<file path="config.mk">
export PLATFORM = sky130hd
export DESIGN_NAME = tsa_front
export DESIGN_NICKNAME = d
export VERILOG_FILES = /design/src/rtl/trilinear_splat_accumulator_unit_macros.svh /design/src/rtl/tsa_pkg.sv /design/src/rtl/tsa_front.sv
export SDC_FILE = /design/constraint.sdc
export NUM_CORES = 2
export LEC_CHECK = 0
export ABC_AREA = 1
export BUFFER_PORTS_ARGS = -buffer_cell sky130_fd_sc_hd__clkbuf_2
export CAP_MARGIN = 30
export CORE_ASPECT_RATIO = 0.8
export CORE_UTILIZATION = 41
export DETAILED_ROUTE_END_ITERATION = 8
export PLACE_DENSITY_LB_ADDON = 0.12
export SLEW_MARGIN = 20
export SYNTH_ARGS = -nofsm -noshare
export SYNTH_HDL_FRONTEND = slang
export SYNTH_SLANG_ARGS = --single-unit
export TNS_END_PERCENT = 30
</file>
<file path="constraint.sdc">
create_clock -name clk -period 7.4 [get_ports clk]
set_clock_uncertainty 0.05 [all_clocks]
set_input_delay 1.11 -clock clk [delete_from_list [all_inputs] [get_ports clk]]
set_output_delay 1.11 -clock clk [all_outputs]
set_load 0.1 [all_outputs]
</file>
<file path="src/rtl/trilinear_splat_accumulator_unit_macros.svh">
// Assertion macros for the trilinear splat accumulator.
// Used by the top level only; expects signals clk and rst in scope.
`ifndef TRILINEAR_SPLAT_ACCUMULATOR_UNIT_MACROS_SVH
`define TRILINEAR_SPLAT_ACCUMULATOR_UNIT_MACROS_SVH

// Check that a condition holds in the same cycle as its trigger.
`define TSA_ASSERT_SAME(lbl, ante, cons, msg) \
  lbl: assert property (@(posedge clk) disable iff (rst) (ante) |-> (cons)) \
    else $error(msg);

// Check that a condition holds in the cycle after its trigger.
`define TSA_ASSERT_NEXT(lbl, ante, cons, msg) \
  lbl: assert property (@(posedge clk) disable iff (rst) (ante) |=> (cons)) \
    else $error(msg);

`endif

</file>
<file path="src/rtl/tsa_pkg.sv">
// Shared types and constants for the trilinear splat accumulator.
// No dependencies.
package tsa_pkg;

  localparam int LOC_W  = 24;
  localparam int INV_W  = 16;
  localparam int PROD_W = 41;
  localparam int BASE_W = 21;
  localparam int FRAC_W = 8;
  localparam int VAL_W  = 16;
  localparam int ACC_W  = 32;
  localparam int SIZE_W = 6;
  localparam int EXT_W  = 11;
  localparam int VOX_W  = 5;
  localparam int CNT_W  = 4;
  localparam int CFG_IDX_W = 3;

  localparam logic CMD_SPLAT = 1'b0;
  localparam logic CMD_READ  = 1'b1;

  typedef enum logic [CFG_IDX_W-1:0] {
    REG_INV_RES_X = 3'd0,
    REG_INV_RES_Y = 3'd1,
    REG_INV_RES_Z = 3'd2,
    REG_SIZE_X    = 3'd3,
    REG_SIZE_Y    = 3'd4,
    REG_SIZE_Z    = 3'd5
  } cfg_reg_t;

  // One classified item as it travels from front to back.
  typedef struct packed {
    logic                     cmd;
    logic                     rank_ok;
    logic                     rank;
    logic signed [BASE_W-1:0] bx;
    logic signed [BASE_W-1:0] by;
    logic signed [BASE_W-1:0] bz;
    logic [FRAC_W-1:0]        fx;
    logic [FRAC_W-1:0]        fy;
    logic [FRAC_W-1:0]        fz;
    logic                     neg;
    logic [VAL_W-1:0]         mag;
  } entry_t;

  // One result from the back end.
  typedef struct packed {
    logic                    done;
    logic signed [ACC_W-1:0] read_value;
    logic [CNT_W-1:0]        corners;
    logic                    saturated;
  } result_t;

endpackage

</file>
<file path="src/rtl/tsa_front.sv">
// Front end: register an accepted item, scale its position, classify it.
// Depends on tsa_pkg.
module tsa_front #(
  parameter int MAX_X = 32,
  parameter int MAX_Y = 32,
  parameter int MAX_Z = 32,
  parameter int RANKS = 2
) (
  input  logic                                  clk,
  input  logic                                  rst,
  input  logic                                  accept,
  input  logic                                  cmd,
  input  logic signed [tsa_pkg::LOC_W-1:0]      loc_x,
  input  logic signed [tsa_pkg::LOC_W-1:0]      loc_y,
  input  logic signed [tsa_pkg::LOC_W-1:0]      loc_z,
  input  logic signed [tsa_pkg::VAL_W-1:0]      sample_value,
  input  logic                                  volume_rank,
  input  logic [tsa_pkg::VOX_W-1:0]             voxel_x,
  input  logic [tsa_pkg::VOX_W-1:0]             voxel_y,
  input  logic [tsa_pkg::VOX_W-1:0]             voxel_z,
  input  logic [tsa_pkg::INV_W-1:0]             inv_res_x,
  input  logic [tsa_pkg::INV_W-1:0]             inv_res_y,
  input  logic [tsa_pkg::INV_W-1:0]             inv_res_z,
  input  logic                                  q_full,
  output logic                                  push,
  output tsa_pkg::entry_t                       push_data,
  output logic                                  stall
);

  localparam int PW = tsa_pkg::PROD_W;
  localparam int IW = tsa_pkg::INV_W;

  logic                               s1_valid;
  logic                               s1_cmd;
  logic                               s1_rank;
  logic signed [PW-1:0]               px;
  logic signed [PW-1:0]               py;
  logic signed [PW-1:0]               pz;
  logic signed [tsa_pkg::VAL_W-1:0]   s1_val;
  logic [tsa_pkg::VOX_W-1:0]          s1_vx;
  logic [tsa_pkg::VOX_W-1:0]          s1_vy;
  logic [tsa_pkg::VOX_W-1:0]          s1_vz;
  logic                               addr_ok;
  logic                               rank_in;

  assign push  = s1_valid && !q_full;
  assign stall = s1_valid && q_full;

  always_ff @(posedge clk) begin
    if (rst) begin
      s1_valid <= 1'b0;
    end else if (accept) begin
      s1_valid <= 1'b1;
    end else if (push) begin
      s1_valid <= 1'b0;
    end
  end

  // Scale Q16.8 by Q4.12 into Q20.20 voxel units.
  always_ff @(posedge clk) begin
    if (accept) begin
      s1_cmd  <= cmd;
      s1_rank <= volume_rank;
      px      <= PW'(loc_x) * $signed({(PW-IW)'(0), inv_res_x});
      py      <= PW'(loc_y) * $signed({(PW-IW)'(0), inv_res_y});
      pz      <= PW'(loc_z) * $signed({(PW-IW)'(0), inv_res_z});
      s1_val  <= sample_value;
      s1_vx   <= voxel_x;
      s1_vy   <= voxel_y;
      s1_vz   <= voxel_z;
    end
  end

  assign rank_in = (32'(s1_rank) < 32'(RANKS));
  assign addr_ok = (32'(s1_vx) < 32'(MAX_X)) && (32'(s1_vy) < 32'(MAX_Y)) &&
                   (32'(s1_vz) < 32'(MAX_Z));

  always_comb begin
    push_data.cmd     = s1_cmd;
    push_data.rank    = s1_rank;
    push_data.neg     = s1_val[tsa_pkg::VAL_W-1];
    push_data.mag     = s1_val[tsa_pkg::VAL_W-1] ? (~s1_val + 16'd1) : s1_val;
    if (s1_cmd == tsa_pkg::CMD_READ) begin
      push_data.rank_ok = rank_in && addr_ok;
      push_data.bx = tsa_pkg::BASE_W'(s1_vx);
      push_data.by = tsa_pkg::BASE_W'(s1_vy);
      push_data.bz = tsa_pkg::BASE_W'(s1_vz);
      push_data.fx = '0;
      push_data.fy = '0;
      push_data.fz = '0;
    end else begin
      push_data.rank_ok = rank_in;
      push_data.bx = px[PW-1:20];
      push_data.by = py[PW-1:20];
      push_data.bz = pz[PW-1:20];
      push_data.fx = px[19:12];
      push_data.fy = py[19:12];
      push_data.fz = pz[19:12];
    end
  end

endmodule

</file>
==> impl_metrics.csv <==
group,metric,value,unit
run_status,status,"complete, but fails checks",
run_status,violations,"design-rule violations",
clock_tree,clockBufferDepth,2,
synthesis,synth_nets,7835,
route,dr.first_iter.drc_count,2475,
floorplanning,core,0.1186,sq mm
place,dp_hpwl,118400,microns
route,vias,37820,
clock_tree,root_buffer,"clkbuf_16",
synthesis,synth_adder_area_share,53.55,%
route,detail_route.wl_per_cell,17.50,microns
setup_path,critPathArrivalTime,7.05,ns
clock_tree,post_cts_resize_count,0,
place,gp_congestion,0.9132,
sta,report.final.slew_viol_count,0,
synthesis,synth_xor_area_share,1.376,%
setup_path,crit_required,7.58,ns
clock_tree,cts_sinks,121,
grt,grt_max_degree,70,
clock_tree,htree_levels,4,
sta,final_hold_viol_count,0,
route,drt-pass1-iter-count,7,
sta,period_share,92.83,%
job,cap_violations,0,
setup_path,worstSetupStartpointType,"input port",
setup_path,worstRegToRegCells,4,
clock_tree,cts-hold-fix-buffers,0,
setup_path,reg2reg_from,"s1_valid$_SDFFE_PP0P_",
synthesis,syn_area_per_cell,7.837,sq um
setup_path,critical_path.startpoint,"inv_res_y[8]",
grt,grt_pass1_wl,227800,microns
layout,area_delta_synth_final,6.830,%
floorplanning,fp-row-count,113,
floorplanning,die_y,311.3,microns
synthesis,ys_types,44,
synthesis,synth-seq-area-share,7.391,%
synthesis,synth-simple-area-share,16.93,%
synthesis,synth-seq-cells,121,
setup_path,rrSetupSlack,6.71,ns
sta,relSlewSlack,41.84,%
synthesis,muxShareOfSynthArea,0.3446,%
floorplanning,die_w,388.6,microns
route,viasPerCell,4.781,
sta,fin_crit,6.870,ns
layout,drive_gt1_share,7.111,%
synthesis,yosysWarnings,0,
sta,tightest_slew,0.8724,ns
setup_path,r2r_end,"s1_valid$_SDFFE_PP0P_",
grt,gr-total-overflow,0,
place,port_buffers,264,
layout,final_nets,7923,
sta,fin_ws,0.5305,ns
floorplanning,start_util,41.33,%
setup_path,cp-endpoint,"py[39]$_DFFE_PP_",
sta,tns,0,ns
clock_tree,cts_tree,"yes",
sta,setup_viol,0,
min_path,holdPathStages,4,
route,drc,4,
clock_tree,postCtsSetupBuffers,0,
sta,fmax,145.6,MHz
grt,antenna_found_initial,4,
synthesis,synth_cells,6255,
min_path,hp-class,"flop to flop",
grt,grt_pass1_vias,40440,
floorplanning,io_pins,266,
setup_path,end_kind,"flop",
synthesis,synth_compound_area_share,2.971,%
sta,rsz0062_at_grt,"false",
route,routed_wl,138400,microns
setup_path,path_max_fanout,24,
clock_tree,clock_latency,0.46,ns
clock_tree,cts_buffers,17,
setup_path,path_class,"input port to flop",
route,ant_nets,0,
synthesis,synth_top_family_by_area,"adder cells",
floorplanning,dieArea,0.1210,sq mm
synthesis,synth_flop_cell,"edfxtp_1",
synthesis,netlist_area,0.04902,sq mm
synthesis,synth-edff-count,120,
grt,grt_usage,24.06,%
clock_tree,clkTransAtPathRegs,0.07,ns
place,preCtsSetupSlack,-0.01263,ns
synthesis,synthArstFlopShare,0,%
==> cells in the final DEF, fill, tap and decap left out, types with 6 or more instances in the layout <==
cell type / instances
inv_6: 6
nand2_1: 1611
nor3_2: 10
inv_2: 10
o21ai_0: 61
buf_4: 51
clkbuf_16: 17
xnor2_1: 25
nand3_1: 87
nor3_1: 24
and3_1: 6
xor2_1: 52
ha_1: 298
clkbuf_2: 263
nor2_2: 28
edfxtp_1: 120
a31oi_1: 10
o21ai_1: 9
fa_1: 1125
a21oi_1: 125
nand4_1: 17
o21bai_1: 12
inv_1: 2010
a21boi_0: 7
a21o_1: 9
nand2_2: 21
nor2_1: 271
mux2_2: 15
==> how the worst min path moves through the flow <==
stage / from / to
6_report: s1_valid$_SDFFE_PP0P_ / s1_valid$_SDFFE_PP0P_
5_1_grt: s1_valid$_SDFFE_PP0P_ / s1_valid$_SDFFE_PP0P_
4_1_cts: s1_valid$_SDFFE_PP0P_ / s1_valid$_SDFFE_PP0P_
3_5_place_dp: s1_valid$_SDFFE_PP0P_ / s1_valid$_SDFFE_PP0P_
3_3_place_gp: s1_valid$_SDFFE_PP0P_ / s1_valid$_SDFFE_PP0P_
2_1_floorplan: s1_valid$_SDFFE_PP0P_ / s1_valid$_SDFFE_PP0P_
==> state kept, by name, summed over array words and instances (netlist names) <==
register  count
s1_valid      1
s1_vz         5
s1_vy         5
py           29
s1_cmd        1
s1_val       16
s1_vx         5
s1_rank       1
pz           29
px           29
==> kinds of logic (layout without fill, tap and decap cells) <==
kind of cell / Yosys count / in the layout
AO/OA/AOI/OAI: 257 / 257
XOR/XNOR: 77 / 77
adder cells (fa/ha/maj): 1423 / 1423
buffers and inverters: 2270 / 2371
flip-flops: 121 / 121
multiplexers: 15 / 15
other: 1 / 3
AND/OR/NAND/NOR: 2091 / 2091
==> layer usage <==
metal  up-vias  track usage [%]  part of all wire (%)  wire length (microns)
met2      1087            36.43                    43                  59710
met3        75            3.143                   6.6                   9146
met5         -                0                0.0094                     13
met1     19040            37.44                    49                  68230
met4         2            3.054                  0.93                   1286
li1      17620                -                     -                      -
==> layout make-up <==
type                            instances  area [sq um]
Clock buffer                           17         425.4
Fill cell                           12150         66250
Sequential cell                       121          3623
Multi-Input combinational cell       3864         36860
Timing Repair Buffer                  319          1798
Tap cell                             1552          1942
Inverter                             2020          7582
Antenna cell                            2         5.005
Clock inverter                         15         140.1
==> metrics by stage <==
stage / hold slack, ns / utilization, % / instances / cell area [sq um]
detailed placement: 0.5073 / 43.67 / 7876 / 51800
finish: 0.5189 / 44.15 / 7910 / 52370
global route: 0.5729 / 44.15 / 7909 / 52370
floorplan: 0.9306 / - / 6255 / 49020
CTS: 0.5180 / 44.15 / 7908 / 52370
global placement: 0.4949 / 43.65 / 7875 / 51770
==> worst max-delay path, stage by stage <==
cell and delay (ns):
clkbuf_2 0.49, nand2_1 0.27, fa_1 0.59, inv_1 0.14
fa_1 0.59, inv_1 0.11, fa_1 0.48, fa_1 0.51
fa_1 0.51, inv_1 0.05, fa_1 0.46, ha_1 0.42
inv_1 0.14, nor3_1 0.45, nand2_1 0.12, nor2_1 0.17
nand4_1 0.21, nand4_1 0.16, nand2_1 0.06
==> synthesized netlist by cell type, drive strengths merged, types with 4 or more instances <==
cell,count,share of area (%)
mux2,15,0.34
clkbuf,241,1.8
inv,2020,15
a21boi,11,0.18
a21oi,125,1.3
xor2,52,0.93
nand3b,4,0.061
nand3,87,0.89
nor2,303,2.5
edfxtp,120,7.4
a31oi,11,0.15
buf,9,0.12
o21bai,12,0.18
o211ai,6,0.10
xnor2,25,0.45
nand2,1632,13
nor3,34,0.45
and3,6,0.077
nand4,17,0.22
o21a,5,0.077
a21o,9,0.14
ha,298,7.6
or2,5,0.064
fa,1125,46
o21ai,74,0.79
Power is left out: the tool's default activity adds up to more than one toggle a clock period on the data nets, which glitch-free logic cannot reach.
