`src/rtl/trilinear_splat_accumulator_unit_macros.svh`:
```
// Assertion macros for the trilinear splat accumulator.
// Used by the top level only; expects signals clk and rst in scope.
`ifndef TRILINEAR_SPLAT_ACCUMULATOR_UNIT_MACROS_SVH
`define TRILINEAR_SPLAT_ACCUMULATOR_UNIT_MACROS_SVH

// Check that a condition holds in the same cycle as its trigger.
`define TSA_ASSERT_SAME(lbl, ante, cons, msg) \
  lbl: assert property (@(posedge clk) disable iff (rst) (ante) |-> (cons)) \
    else $error(msg);

// Check that a condition holds in the cycle after its trigger.
`define TSA_ASSERT_NEXT(lbl, ante, cons, msg) \
  lbl: assert property (@(posedge clk) disable iff (rst) (ante) |=> (cons)) \
    else $error(msg);

`endif

```
`src/rtl/tsa_pkg.sv`:
```
// Shared types and constants for the trilinear splat accumulator.
// No dependencies.
package tsa_pkg;

  localparam int LOC_W  = 24;
  localparam int INV_W  = 16;
  localparam int PROD_W = 41;
  localparam int BASE_W = 21;
  localparam int FRAC_W = 8;
  localparam int VAL_W  = 16;
  localparam int ACC_W  = 32;
  localparam int SIZE_W = 6;
  localparam int EXT_W  = 11;
  localparam int VOX_W  = 5;
  localparam int CNT_W  = 4;
  localparam int CFG_IDX_W = 3;

  localparam logic CMD_SPLAT = 1'b0;
  localparam logic CMD_READ  = 1'b1;

  typedef enum logic [CFG_IDX_W-1:0] {
    REG_INV_RES_X = 3'd0,
    REG_INV_RES_Y = 3'd1,
    REG_INV_RES_Z = 3'd2,
    REG_SIZE_X    = 3'd3,
    REG_SIZE_Y    = 3'd4,
    REG_SIZE_Z    = 3'd5
  } cfg_reg_t;

  // One classified item as it travels from front to back.
  typedef struct packed {
    logic                     cmd;
    logic                     rank_ok;
    logic                     rank;
    logic signed [BASE_W-1:0] bx;
    logic signed [BASE_W-1:0] by;
    logic signed [BASE_W-1:0] bz;
    logic [FRAC_W-1:0]        fx;
    logic [FRAC_W-1:0]        fy;
    logic [FRAC_W-1:0]        fz;
    logic                     neg;
    logic [VAL_W-1:0]         mag;
  } entry_t;

  // One result from the back end.
  typedef struct packed {
    logic                    done;
    logic signed [ACC_W-1:0] read_value;
    logic [CNT_W-1:0]        corners;
    logic                    saturated;
  } result_t;

endpackage

```
`src/rtl/tsa_queue.sv`:
```
// Two-entry queue of classified items between front and back.
// Depends on tsa_pkg.
module tsa_queue (
  input  logic            clk,
  input  logic            rst,
  input  logic            push,
  input  tsa_pkg::entry_t push_data,
  input  logic            pop,
  output tsa_pkg::entry_t head,
  output logic            empty,
  output logic            full
);

  tsa_pkg::entry_t slots [2];
  logic       wr_ptr;
  logic       rd_ptr;
  logic [1:0] count;
  logic       do_push;
  logic       do_pop;

  assign empty   = (count == 2'd0);
  assign full    = (count == 2'd2);
  assign do_push = push && !full;
  assign do_pop  = pop && !empty;
  assign head    = slots[rd_ptr];

  always_ff @(posedge clk) begin
    if (do_push) begin
      slots[wr_ptr] <= push_data;
    end
  end

  always_ff @(posedge clk) begin
    if (rst) begin
      wr_ptr <= 1'b0;
      rd_ptr <= 1'b0;
      count  <= 2'd0;
    end else begin
      if (do_push) begin
        wr_ptr <= !wr_ptr;
      end
      if (do_pop) begin
        rd_ptr <= !rd_ptr;
      end
      case ({do_push, do_pop})
        2'b10:   count <= count + 2'd1;
        2'b01:   count <= count - 2'd1;
        default: count <= count;
      endcase
    end
  end

endmodule

```
`config.mk`:
```
export PLATFORM = sky130hd
export DESIGN_NAME = tsa_queue
export DESIGN_NICKNAME = d
export VERILOG_FILES = /design/src/rtl/trilinear_splat_accumulator_unit_macros.svh /design/src/rtl/tsa_pkg.sv /design/src/rtl/tsa_queue.sv
export SDC_FILE = /design/constraint.sdc
export NUM_CORES = 1
export LEC_CHECK = 0
export BUFFER_PORTS_ARGS = -buffer_cell sky130_fd_sc_hd__buf_4
export CAP_MARGIN = 40
export CORE_ASPECT_RATIO = 1.25
export CORE_MARGIN = 2
export CORE_UTILIZATION = 52
export DETAILED_ROUTE_END_ITERATION = 12
export GPL_ROUTABILITY_DRIVEN = 0
export GPL_TIMING_DRIVEN = 0
export HOLD_SLACK_MARGIN = 0.1
export PLACE_DENSITY = 0.87
export SETUP_SLACK_MARGIN = 0.5
export SYNTH_ARGS = -nofsm -noshare
export SYNTH_HDL_FRONTEND = slang
export SYNTH_SLANG_ARGS = --single-unit
```
`constraint.sdc`:
```
create_clock -name clk -period 5.15 [get_ports clk]
set_clock_uncertainty 0.15 [all_clocks]
set_input_delay 0.2575 -clock clk [delete_from_list [all_inputs] [get_ports clk]]
set_output_delay 0.2575 -clock clk [all_outputs]
set_load 0.01 [all_outputs]
```
==> metrics.yaml, run 1 <==
worst_setup_path:
  path_cells: "nand2b_2, inv_2, or3_1, inv_4, buf_12"
  worstSetupEndpointType: "flop"
  worstSetupStartpoint: "count[0]"
  reg2regPathDepth: 5
  arrival_ps: 2500
  path_buf_inv: 3
  crit_path_max_incr_delay_ps: 620
  cp_max_fo: 63
  cp_top_family: "buffers and inverters"
  critPathKind: "reg -> reg"
  r2r_slack_ps: 2670
  rr_startpoint: "count[0]"
  cp.required_ps: 5170
  rr_endpoint: "slots[0][42]"
  crit_path_top_delay_cell: "inv_4"
  worst_setup_path_start_kind: "flop"
cts:
  htree_levels: 1
  clk_path_buf_depth: 3
  tritoncts: "built"
  numCtsBuffers: 21
  ctsResizeCount: 0
  cts_root_buffer: "clkbuf_16"
  clkTransAtPathRegs_ps: 60
  clkLatencyLatePin_ps: 490
  numClockSinks: 219
global_route:
  grt_pass1_wl_mm: 26.8
  grt_start_max_net_pins: 64
  antenna_found_initial: 0
  grt_pass1_vias: 5267
  track_usage: 0.215
  overflow: 0
drt:
  detail_route.iter0.violations: 250
  num_vias: 4609
  drc: 0
  drt_pass1_iterations: 4
  viasPerCell: 5.06
  ant_nets: 0
  totalWireLength_mm: 17.7
  avgRoutedWirePerCell_um: 19.5
power:
  seqPwrFrac: 0.430
  p_comb_frac: 0.294
  pwr-share-clk: 0.277
  power.density_nw_per_um2: 464
  leakage_nw: 4.42
  switching_share: 0.265
  max-vdd-ir-drop_mv: 0.356
  netSwitchingPower_w: 0.00143
  internal-power_w: 0.00397
logic_synthesis:
  synth.avg_cell_area_um2: 22.1
  synth_area_um2: 7940
  synth_cell_type_count: 19
  seq_area_frac_synth: 0.822
  syn_nets: 471
  synthCells: 359
  ys_warn_count: 0
  ys_ff_latch: 219
finish:
  area_delta_synth_final_pct: 46.6
  layout-drive-gt1-share: 0.514
  nNetsFinal: 825
  fin_area_um2: 11600
  fin_cells: 910
die:
  start_util: 0.531
  io_pins: 220
  dieWidth_um: 114
  core_um2: 15000
  die_y_um: 142
  die_area_um2: 16300
  row_count: 50
worst_hold_path:
  hold_path.class: "in -> reg"
  whs_endpoint: "count[0]"
  min_from: "push"
  whs_path_depth: 5
sta:
  slew_headroom: 0.451
  max_freq_mhz: 403
  rsz0062_at_grt: "no"
  min_period_over_period: 0.482
  worstMarginPinSlew_ps: 824
  slew_viol_final: 0
  fin_crit_ps: 2480
  tns_ps: 0
  finalSetupViolCount: 0
  finalHoldViolCount: 0
placed_design:
  dpl.cell_count: 762
  portBuffers: 219
  dpl.hpwl_mm: 10.3
  placedInstanceArea_um2: 9860
status:
  status: "finished clean"
job:
  drv_cap: 0
==> synthesized netlist by cell type <==
library cell    n  share of area
buf_4           1        0.00095
inv_1           2        0.00095
or3_1           2         0.0016
edfxtp_1      214           0.81
dfxtp_1         5          0.013
o21a_1          1        0.00095
inv_2           1        0.00047
xnor2_1         2         0.0022
nand2_1         1        0.00047
buf_6           3         0.0043
buf_2           8         0.0050
o21ai_0         2         0.0013
nand2b_2        1         0.0011
nor2_1          4         0.0019
and3_1          1        0.00079
mux2_2        107           0.15
xor2_1          1         0.0011
a21oi_1         2         0.0013
ha_1            1         0.0016
==> cell usage in the layout, fill, tap and decap left out, types with 3 or more instances in the layout <==
| cell | instances |
|---|---|
| buf_6 | 3 |
| buf_4 | 220 |
| dlygate4sd3_1 | 110 |
| buf_2 | 8 |
| nor2_1 | 4 |
| dfxtp_1 | 5 |
| edfxtp_1 | 214 |
| clkinv_2 | 3 |
| clkinv_1 | 3 |
| clkbuf_16 | 21 |
| clkbuf_1 | 4 |
| mux2_2 | 107 |
==> layout make-up <==
cell class / instances / area (um^2)
diodes: 1 / 2.50
inverters: 3 / 13.8
fillers: 756 / 3310
clock inverters: 10 / 103
plain buffers: 12 / 81.3
well taps: 182 / 228
flip-flops and latches: 219 / 6530
repair buffers: 331 / 2790
clock buffers: 27 / 568
multi-input cells: 125 / 1320
==> flip-flops by register name, indices dropped and copies added (netlist names), named ones only <==
signal	count
slots	214
wr_ptr	1
rd_ptr	1
count	2
==> repair_timing <==
action                                 4_1_cts  5_1_grt
endpoints found under the hold margin      219        0
hold buffers                               110        0
setup buffers                                0        0
==> per-stage QoR <==
step            util  power [W]  hold slack (ps)  setup slack, ps
3_5_place_dp   0.660    0.00385              295             2620
2_1_floorplan      -    0.00316              177             1450
5_1_grt        0.778    0.00562              249             2520
4_1_cts        0.778    0.00541              212             2610
6_report       0.778    0.00540              218             2670
3_3_place_gp   0.656    0.00381              292              369
==> worst register-to-register path, cell delays in order, from the launching register on <==
cell and delay, ps:
dfxtp_1 420, nand2b_2 190, inv_2 50, or3_1 370, inv_4 620, buf_12 330
==> per-layer routing <==
metal	wire length (um)	vias up	track usage
li1	-	2128	-
met1	6140	2260	0.228
met2	10000	182	0.416
met3	1100	39	0.0477
met4	460	0	0.0674
met5	0	-	0
==> kinds of logic after synthesis <==
family | count (synthesis) | share of synthesized area
flip-flops | 219 | 0.822
adder cells (fa/ha/maj) | 1 | 0.00158
XOR/XNOR | 3 | 0.00331
buffers and inverters | 15 | 0.0117
AND/OR/NAND/NOR | 9 | 0.00583
AO/OA/AOI/OAI | 5 | 0.00347
multiplexers | 107 | 0.152
==> power groups by stage <==
stage	sequential (W)	clock (W)	combinational, W
after floorplan	0.00235	0	0.000807
after global placement	0.00237	0	0.00144
after detailed placement	0.00235	0	0.00150
after CTS	0.00231	0.00152	0.00158
after global routing	0.00234	0.00159	0.00169
final	0.00232	0.00149	0.00159
==> worst max path at each step <==
stage | to | slack, ps | depth (start not counted)
after floorplan | slots[1][0] | 1450 | 2
after global placement | slots[1][66] | 370 | 2
after detailed placement | slots[0][66] | 2620 | 5
after CTS | slots[0][38] | 2610 | 5
after global routing | slots[0][66] | 2520 | 5
final | slots[0][42] | 2670 | 5
Power figures use the tool's default switching activity.
==> run 2: changes to the inputs <==
- clock period: 5.15 -> 2.3 ns (I/O delays scaled with it)
==> metrics.yaml, run 2 (same netlist as run 1, synthesis figures left out) <==
die:
  die_y_um: 142  # unchanged
  core_um2: 15000  # unchanged
  dieWidth_um: 114  # unchanged
  row_count: 50  # unchanged
  io_pins: 220  # unchanged
  die_area_um2: 16300  # unchanged
  start_util: 0.531  # unchanged
worst_hold_path:
  whs_path_depth: 2  # was 5
  hold_path.class: "in -> reg"  # unchanged
cts:
  cts_root_buffer: "clkbuf_16"  # unchanged
  numCtsBuffers: 21  # unchanged
  numClockSinks: 219  # unchanged
  clkLatencyLatePin_ps: 480  # was 490 ps
  tritoncts: "built"  # unchanged
  clkTransAtPathRegs_ps: 60  # about the same
  clk_path_buf_depth: 3  # unchanged
  htree_levels: 1  # unchanged
status:
  status: "finished clean"  # unchanged
worst_setup_path:
  worstSetupEndpointType: "output port"  # was flop
  cp_max_fo: 10  # was 63
  path_cells: "buf_8, buf_4, buf_8, mux2_2, buf_4"  # was nand2b_2, inv_2, or3_1, inv_4, buf_12
  r2r_slack_ps: 430  # was 2670 ps
  worst-path-stages: 5  # unchanged
  crit_path_max_incr_delay_ps: 370  # was 620 ps
  cp_top_family: "buffers and inverters"  # unchanged
  rr_endpoint: "slots[0][40]"  # was slots[0][42]
  reg2regPathDepth: 7  # was 5
  worst_setup_path_start_kind: "flop"  # unchanged
  arrival_ps: 1740  # was 2500 ps
  cp.required_ps: 2040  # was 5170 ps
  crit_path_top_delay_cell: "mux2_2"  # was inv_4
  rr_startpoint: "count[0]"  # unchanged
  critPathKind: "reg -> out"  # was reg -> reg
  crit_end: "head[20]"  # was slots[0][42]
  path_buf_inv: 4  # was 3
finish:
  layout-drive-gt1-share: 0.548  # was 0.514
  mostFrequentLayoutCell: "edfxtp_1"  # was buf_4
  multi_input_area_um2: 1650  # was 1320 um^2
  top_regs: "slots x214, count x2"  # unchanged
  largest_register_ffs: 214  # unchanged
  fin_cells: 948  # was 910
  final_cell_mix: "214 x edfxtp_1, 155 x buf_4, 110 x dlygate4sd3_1"  # was 220 x buf_4, 214 x edfxtp_1, 110 x dlygate4sd3_1
  regMostFlops: "slots"  # unchanged
  final_core_util: 0.875  # was 0.778
  nNetsFinal: 864  # was 825
  regArea_um2: 6530  # about the same
  fin_area_um2: 13100  # was 11600 um^2
  nFillCells: 544  # was 756
  area_delta_synth_final_pct: 64.9  # was 46.6%
global_route:
  overflow: 0  # unchanged
  grt_pass1_vias: 5583  # was 5267
  antenna_found_initial: 0  # unchanged
  grt_pass1_wl_mm: 31.2  # was 26.8 mm
  grt_start_max_net_pins: 59  # was 64
  track_usage: 0.258  # was 0.215
placed_design:
  portBuffers: 219  # unchanged
  dpl.cell_count: 764  # was 762
  placedInstanceArea_um2: 9920  # was 9860 um^2
  dpl.hpwl_mm: 10.4  # was 10.3 mm
drt:
  avgRoutedWirePerCell_um: 25.8  # was 19.5 um
  drt_pass1_iterations: 5  # was 4
  ant_nets: 0  # unchanged
  totalWireLength_mm: 24.5  # was 17.7 mm
  detail_route.iter0.violations: 396  # was 250
  drc: 0  # unchanged
  num_vias: 5104  # was 4609
  viasPerCell: 5.38  # was 5.06
sta:
  slew_headroom: 0.740  # was 0.451
  worstMarginPinSlew_ps: 390  # was 824 ps
  fin_crit_ps: 2010
  rsz0062_at_grt: "yes"  # was no
  slew_viol_final: 0  # unchanged
  finalHoldViolCount: 0  # unchanged
  finalSetupViolCount: 0  # unchanged
  max_freq_mhz: 498
  min_period_over_period: 0.874
power:
  seqPwrFrac: 0.362  # was 0.430
  power.density_nw_per_um2: 1110  # was 464 nW/um^2
  p_comb_frac: 0.385  # was 0.294
  max-vdd-ir-drop_mv: 1.01  # was 0.356 mV
  switching_share: 0.271  # was 0.265
  internal-power_w: 0.0106  # was 0.00397 W
  netSwitchingPower_w: 0.00393  # was 0.00143 W
  leakage_nw: 5.15  # was 4.42 nW
  pwr-share-clk: 0.253  # was 0.277
job:
  drv_cap: 0  # unchanged
==> run 2: cell count changes in the layout (fill, tap and decap cells not counted), sizes merged, moves of 2 or more <==
cell | before | now
clkbuf | 27 | 32
bufinv | 2 | 5
inv | 4 | 2
buf | 233 | 263
and3 | 1 | 3
==> run 2: how the worst min path moves through the flow <==
stage,start,end
floorplan,rst,count[0]
global placement,push_data[45],slots[1][45]
detailed placement,push_data[8],slots[0][8]
CTS,push_data[46],slots[0][46]
global route,push_data[16],slots[1][16]
finish,push_data[16],slots[1][16]
==> run 2: what timing repair did <==
action / 4_1_cts / 5_1_grt
pin swaps: 1 / 0
gates cloned: 11 / 7
hold endpoints to repair: 227 / 0
setup buffers: 14 / 5
setup endpoints to repair: 260 / 226
hold buffers: 110 / 0
resized for setup: 72 / 141
==> run 2: power groups by stage <==
| stage | sequential, W | combinational (W) | clock, W |
|---|---|---|---|
| floorplan | 0.00524 | 0.00183 | 0 |
| CTS | 0.00519 | 0.00444 | 0.00365 |
| detailed placement | 0.00527 | 0.00342 | 0 |
| global placement | 0.00527 | 0.00324 | 0 |
| finish | 0.00526 | 0.00558 | 0.00367 |
| global route | 0.00529 | 0.00579 | 0.00387 |
==> run 2: worst register-to-register path: stages, from the launching register on <==
cell and delay [ps]:
dfxtp_4 350, nand2b_4 130, inv_4 40, or3_4 350
clkinvlp_4 130, buf_6 160, buf_6 140, clkbuf_16 150
==> run 2: through the flow <==
stage	setup TNS (ps)	hold slack (ps)	power [W]	setup WS, ps
floorplan	-65670	30.0	0.00706	-461
global placement	-207950	150	0.00852	-1230
detailed placement	0	152	0.00869	106
CTS	0	188	0.0133	308
global route	0	200	0.0149	230
finish	0	213	0.0145	290
==> run 2: layout make-up <==
| class | count | area share |
|---|---|---|
| buffer | 12 | 0.0155 |
| tap | 182 | 0.0174 |
| antenna | 1 | 0.000191 |
| clock buffer | 25 | 0.0413 |
| multi-input combinational | 127 | 0.126 |
| timing repair buffer | 368 | 0.285 |
| inverter | 3 | 0.00134 |
| clock inverter | 11 | 0.0138 |
| sequential | 219 | 0.499 |
==> run 2: layer usage <==
layer | vias to the layer above | GRT usage | wire length, um | part of all wire
met5 | - | 0 | 0 | 0
met4 | 0 | 0.0751 | 782 | 0.032
met3 | 61 | 0.0549 | 1540 | 0.063
met2 | 262 | 0.497 | 13600 | 0.56
met1 | 2565 | 0.282 | 8500 | 0.35
li1 | 2216 | - | - | -
